File: config.mk
export PLATFORM = sky130hd
export DESIGN_NAME = isr_cell
export DESIGN_NICKNAME = d
export VERILOG_FILES = /design/src/rtl/isr_pkg.sv /design/src/rtl/isr_cell.sv
export SDC_FILE = /design/constraint.sdc
export NUM_CORES = 1
export LEC_CHECK = 0
export BUFFER_PORTS_ARGS = -buffer_cell sky130_fd_sc_hd__buf_2
export CAP_MARGIN = 25
export CORE_ASPECT_RATIO = 1.25
export CORE_MARGIN = 2
export CORE_UTILIZATION = 25
export DETAILED_ROUTE_END_ITERATION = 10
export GPL_ROUTABILITY_DRIVEN = 0
export SLEW_MARGIN = 10
export SYNTH_ARGS = -nofsm -noshare
export SYNTH_HDL_FRONTEND = slang
export SYNTH_SLANG_ARGS = --single-unit
File: constraint.sdc
create_clock -name clk -period 4.3 [get_ports clk]
set_input_delay 0.86 -clock clk [delete_from_list [all_inputs] [get_ports clk]]
set_output_delay 0.86 -clock clk [all_outputs]
set_load 0.01 [all_outputs]
File: src/rtl/isr_pkg.sv
`timescale 1ns / 1ps
// Shared types and constants for the insertion_sort_range block.
// No dependencies.
package isr_pkg;

  localparam int unsigned DATA_W  = 32;
  localparam int unsigned RANGE_W = 6;
  localparam int unsigned CNT_W   = 7;
  localparam int unsigned CFG_IDX_W = 2;

  localparam logic [CFG_IDX_W-1:0] REG_RANGE_FIRST = 2'd0;
  localparam logic [CFG_IDX_W-1:0] REG_RANGE_LAST  = 2'd1;

  localparam logic [RANGE_W-1:0] RANGE_FIRST_RST = 6'd0;
  localparam logic [RANGE_W-1:0] RANGE_LAST_RST  = 6'd63;

  typedef enum logic [1:0] {
    ST_LOAD,
    ST_SORT,
    ST_EMIT
  } isr_state_t;

  typedef struct packed {
    logic               load_en;
    logic [CNT_W-1:0]   wr_idx;
    logic               sorting;
    logic               phase;
    logic               shift;
    logic [RANGE_W-1:0] first;
    logic [RANGE_W-1:0] last;
  } cell_ctrl_t;

endpackage

File: src/rtl/isr_cell.sv
`timescale 1ns / 1ps
// One cell of the sorting chain: holds one element, loads, compare-exchanges
// with its right neighbour and shifts towards cell 0. Depends on isr_pkg.
module isr_cell
  import isr_pkg::*;
#(
  parameter int unsigned INDEX = 0
) (
  input  logic                     clk,
  input  cell_ctrl_t               ctrl,
  input  logic signed [DATA_W-1:0] sample_value,
  input  logic signed [DATA_W-1:0] left_val,
  input  logic                     left_swap,
  input  logic signed [DATA_W-1:0] right_val,
  output logic signed [DATA_W-1:0] val,
  output logic                     swap_right
);

  localparam logic [CNT_W-1:0] IDX  = CNT_W'(INDEX);
  localparam logic [CNT_W-1:0] IDX1 = CNT_W'(INDEX + 1);

  logic active;

  assign active = ctrl.sorting && (IDX[0] == ctrl.phase) &&
                  (IDX >= {1'b0, ctrl.first}) && (IDX1 <= {1'b0, ctrl.last});

  // strict compare keeps equal values in order
  assign swap_right = active && (val > right_val);

  always_ff @(posedge clk) begin
    if (ctrl.load_en && ctrl.wr_idx == IDX) begin
      val <= sample_value;
    end else if (ctrl.shift || swap_right) begin
      val <= right_val;
    end else if (left_swap) begin
      val <= left_val;
    end
  end

endmodule

==> out/metrics.yaml <==
critical_path:
  crit_chain: "buf_2, inv_1, ha_1, nor2b_1, o211ai_1, a21oi_1, o41a_1, or3_1, a21boi_0, buf_2"
  crit_buf_inv: 3
  crit_type: "input pin to output pin"
  worstSetupStartpointType: "input pin"
  slowest_stage: "o41a_1"
  path_common_cell: "buf_2"
  crit_fanout: 3
  cp_top_family: "compound AO/OA/AOI/OAI gates"
  cp-end-kind: "output pin"
  worst_path_largest_cell_delay_ns: 0.50
  critPathRequiredTime_ns: 3.44
  arrival_ns: 2.86
logic_synthesis:
  synth_nets: 423
  synth_top_cell_by_area: "edfxtp_1"
  yosysTopAreaCellShare_pct: 36.7
  synthTopCellsByArea: "edfxtp_1 (37%), ha_1 (15%), mux2i_1 (12%)"
  seq_area_frac_synth_pct: 36.7
  synth.avg_cell_area_um2: 9.70
  synth-seq-cells: 32
  yosysUniqueCellTypes: 36
  yosys_warnings: 0
  syn_area_um2: 2620
  synthCells: 270
route:
  ant_nets: 0
  highest_layer: "met4"
  via_count: 2510
  drt-initial-drc-count: 42
  met3_length_um: 499
  wl_um: 7180
  dr.pass1.iters: 4
  wl_per_cell_um: 12.9
  drt-vias-per-instance: 4.52
  drc: 0
  wl_met2_um: 3710
  wl_met1_um: 2870
global_route:
  grt_max_degree: 35
  track_usage_pct: 12.5
  first_global_vias: 2527
  overflow: 0
  antenna_found_initial: 0
  grt_first_pass_wirelength_um: 11300
final_layout:
  final_cell_count_no_fill: 555
  syn_to_final_growth_pct: 39.9
  mostFrequentLayoutCells: "buf_2 (153), a21oi_1 (48), nor2_1 (35)"
  largest_reg_flops: 32
  top_register: "val"
  final_common_cell: "buf_2"
  drive_above_1_share_pct: 40.6
  fin_nets: 578
  diodes: 0
  largestRegisters: "val: 32 flops"
sta:
  fin_crit_ns: 3.72
  finalHoldViolCount: 0
  clock.fmax_mhz: 269
  tightest_slew_ns: 0.618
  post-route-period-util_pct: 86.5
  relSlewSlack_pct: 58.7
  skew_ns: 0.00574
  setup_viol: 0
  finalSetupTns_ns: 0
  rsz0062_at_grt: "no"
  slew_viol_final: 0
  holdWs_ns: 0.911
cts:
  hold_buffers: 0
  cts_buffers: 5
  htree_num_levels: 2
  root_buffer: "clkbuf_16"
  cts_setup_buffers: 0
  cts.path.max_buffers: 2
  tritoncts: "built"
  post_cts_resized: 0
  clkTransAtPathRegs_ns: 0.06
  clock-sinks: 32
  clock_latency_ns: 0.27
power_and_ir_drop:
  powerDensity_nw_per_um2: 280
  power.leakage_nw: 1.87
  peakVddDrop_mv: 0.139
floorplan:
  die_y_um: 118
  core_um2: 10200
  die-area_um2: 11300
  die_width_um: 95.5
  row_count: 41
  io_pins: 154
  start_util_pct: 25.8
placement:
  hpwlAfterDp_um: 5980
  dp_cells: 547
  io_buffers: 153
outcome:
  outcome: "finished, final reports clean"
flow_run:
  cap_violations: 0
worst_hold_path:
  min-delay-path-class: "input pin to flip-flop"
-- stage by stage --
| stage | util, % | instance area (µm²) | power (mW) | setup WS, ns |
|---|---|---|---|---|
| floorplan | - | 2620 | 0.569 | 0.211 |
| global placement | 34.7 | 3530 | 0.693 | 0.468 |
| detailed placement | 34.7 | 3530 | 0.700 | 0.442 |
| CTS | 36.1 | 3660 | 1.05 | 0.583 |
| global route | 36.1 | 3660 | 1.10 | 0.439 |
| finish | 36.1 | 3660 | 1.03 | 0.579 |
-- layout make-up --
| type | count | area, µm² |
|---|---|---|
| fill | 1052 | 6490 |
| sequential | 32 | 961 |
| tap | 129 | 161 |
| clock inverter | 3 | 13.8 |
| clock buffer | 5 | 125 |
| inverter | 33 | 124 |
| timing repair buffer | 158 | 803 |
| multi-input combinational | 195 | 1480 |
-- synthesized netlist by cell type, drive strengths merged --
library cell and count:
or4b 1, o21a 2, nor2b 1, o211ai 1, nor3 1, nand3b 1
edfxtp 32, nand2 7, ha 32, a21oi 48, nor4 5, o2bb2ai 1
or3 2, nor2 35, a2bb2oi 1, a2111oi 1, a211o 1, or4 1
nand3 2, mux2i 32, nand4 8, nor4b 1, a21boi 3, clkbuf 7
a211oi 2, o41a 1, inv 33, and4 1, o21ai 4, buf 3
-- cell families (layout without fill, tap and decap cells) --
family | Yosys count | in the layout | synth area share [%]
flops | 32 | 32 | 36.7
buf+inv | 43 | 199 | 7.02
compound gates | 65 | 65 | 15.1
fa+ha+maj | 32 | 32 | 15.3
simple gates | 66 | 66 | 13.7
mux | 32 | 32 | 12.2
-- routing by layer --
layer | GRT usage, % | up-vias
met5 | 0 | -
li1 | - | 1296
met3 | 2.87 | 10
met4 | 3.13 | 0
met1 | 14.2 | 1113
met2 | 23.1 | 91
-- where the power goes --
group | switching [mW] | leakage [nW] | internal [mW]
Combinational | 0.145 | 1.48 | 0.138
Clock | 0.129 | 0.0710 | 0.210
Sequential | 0.0192 | 0.326 | 0.386
Total | 0.293 | 1.87 | 0.734
-- worst paths after layout --
path	endpoint	depth (start not counted)	from	slack [ns]
setup reg to reg	val[15]	9	val[14]	1.09
hold reg to reg	val[2]	7	val[31]	1.46
hold / removal	val[19]	3	sample_value[19]	0.91
setup / recovery	swap_right	10	right_val[1]	0.58
-- worst reg2reg max path, delay by kind of cell, from the launching register on --
| kind | cells | cell delay, ns |
|---|---|---|
| flops | 1 | 0.39 |
| fa+ha+maj | 1 | 0.34 |
| buf+inv | 2 | 0.67 |
| compound gates | 3 | 0.77 |
| simple gates | 3 | 0.71 |
No activity file was read; power rests on OpenSTA's default activity.
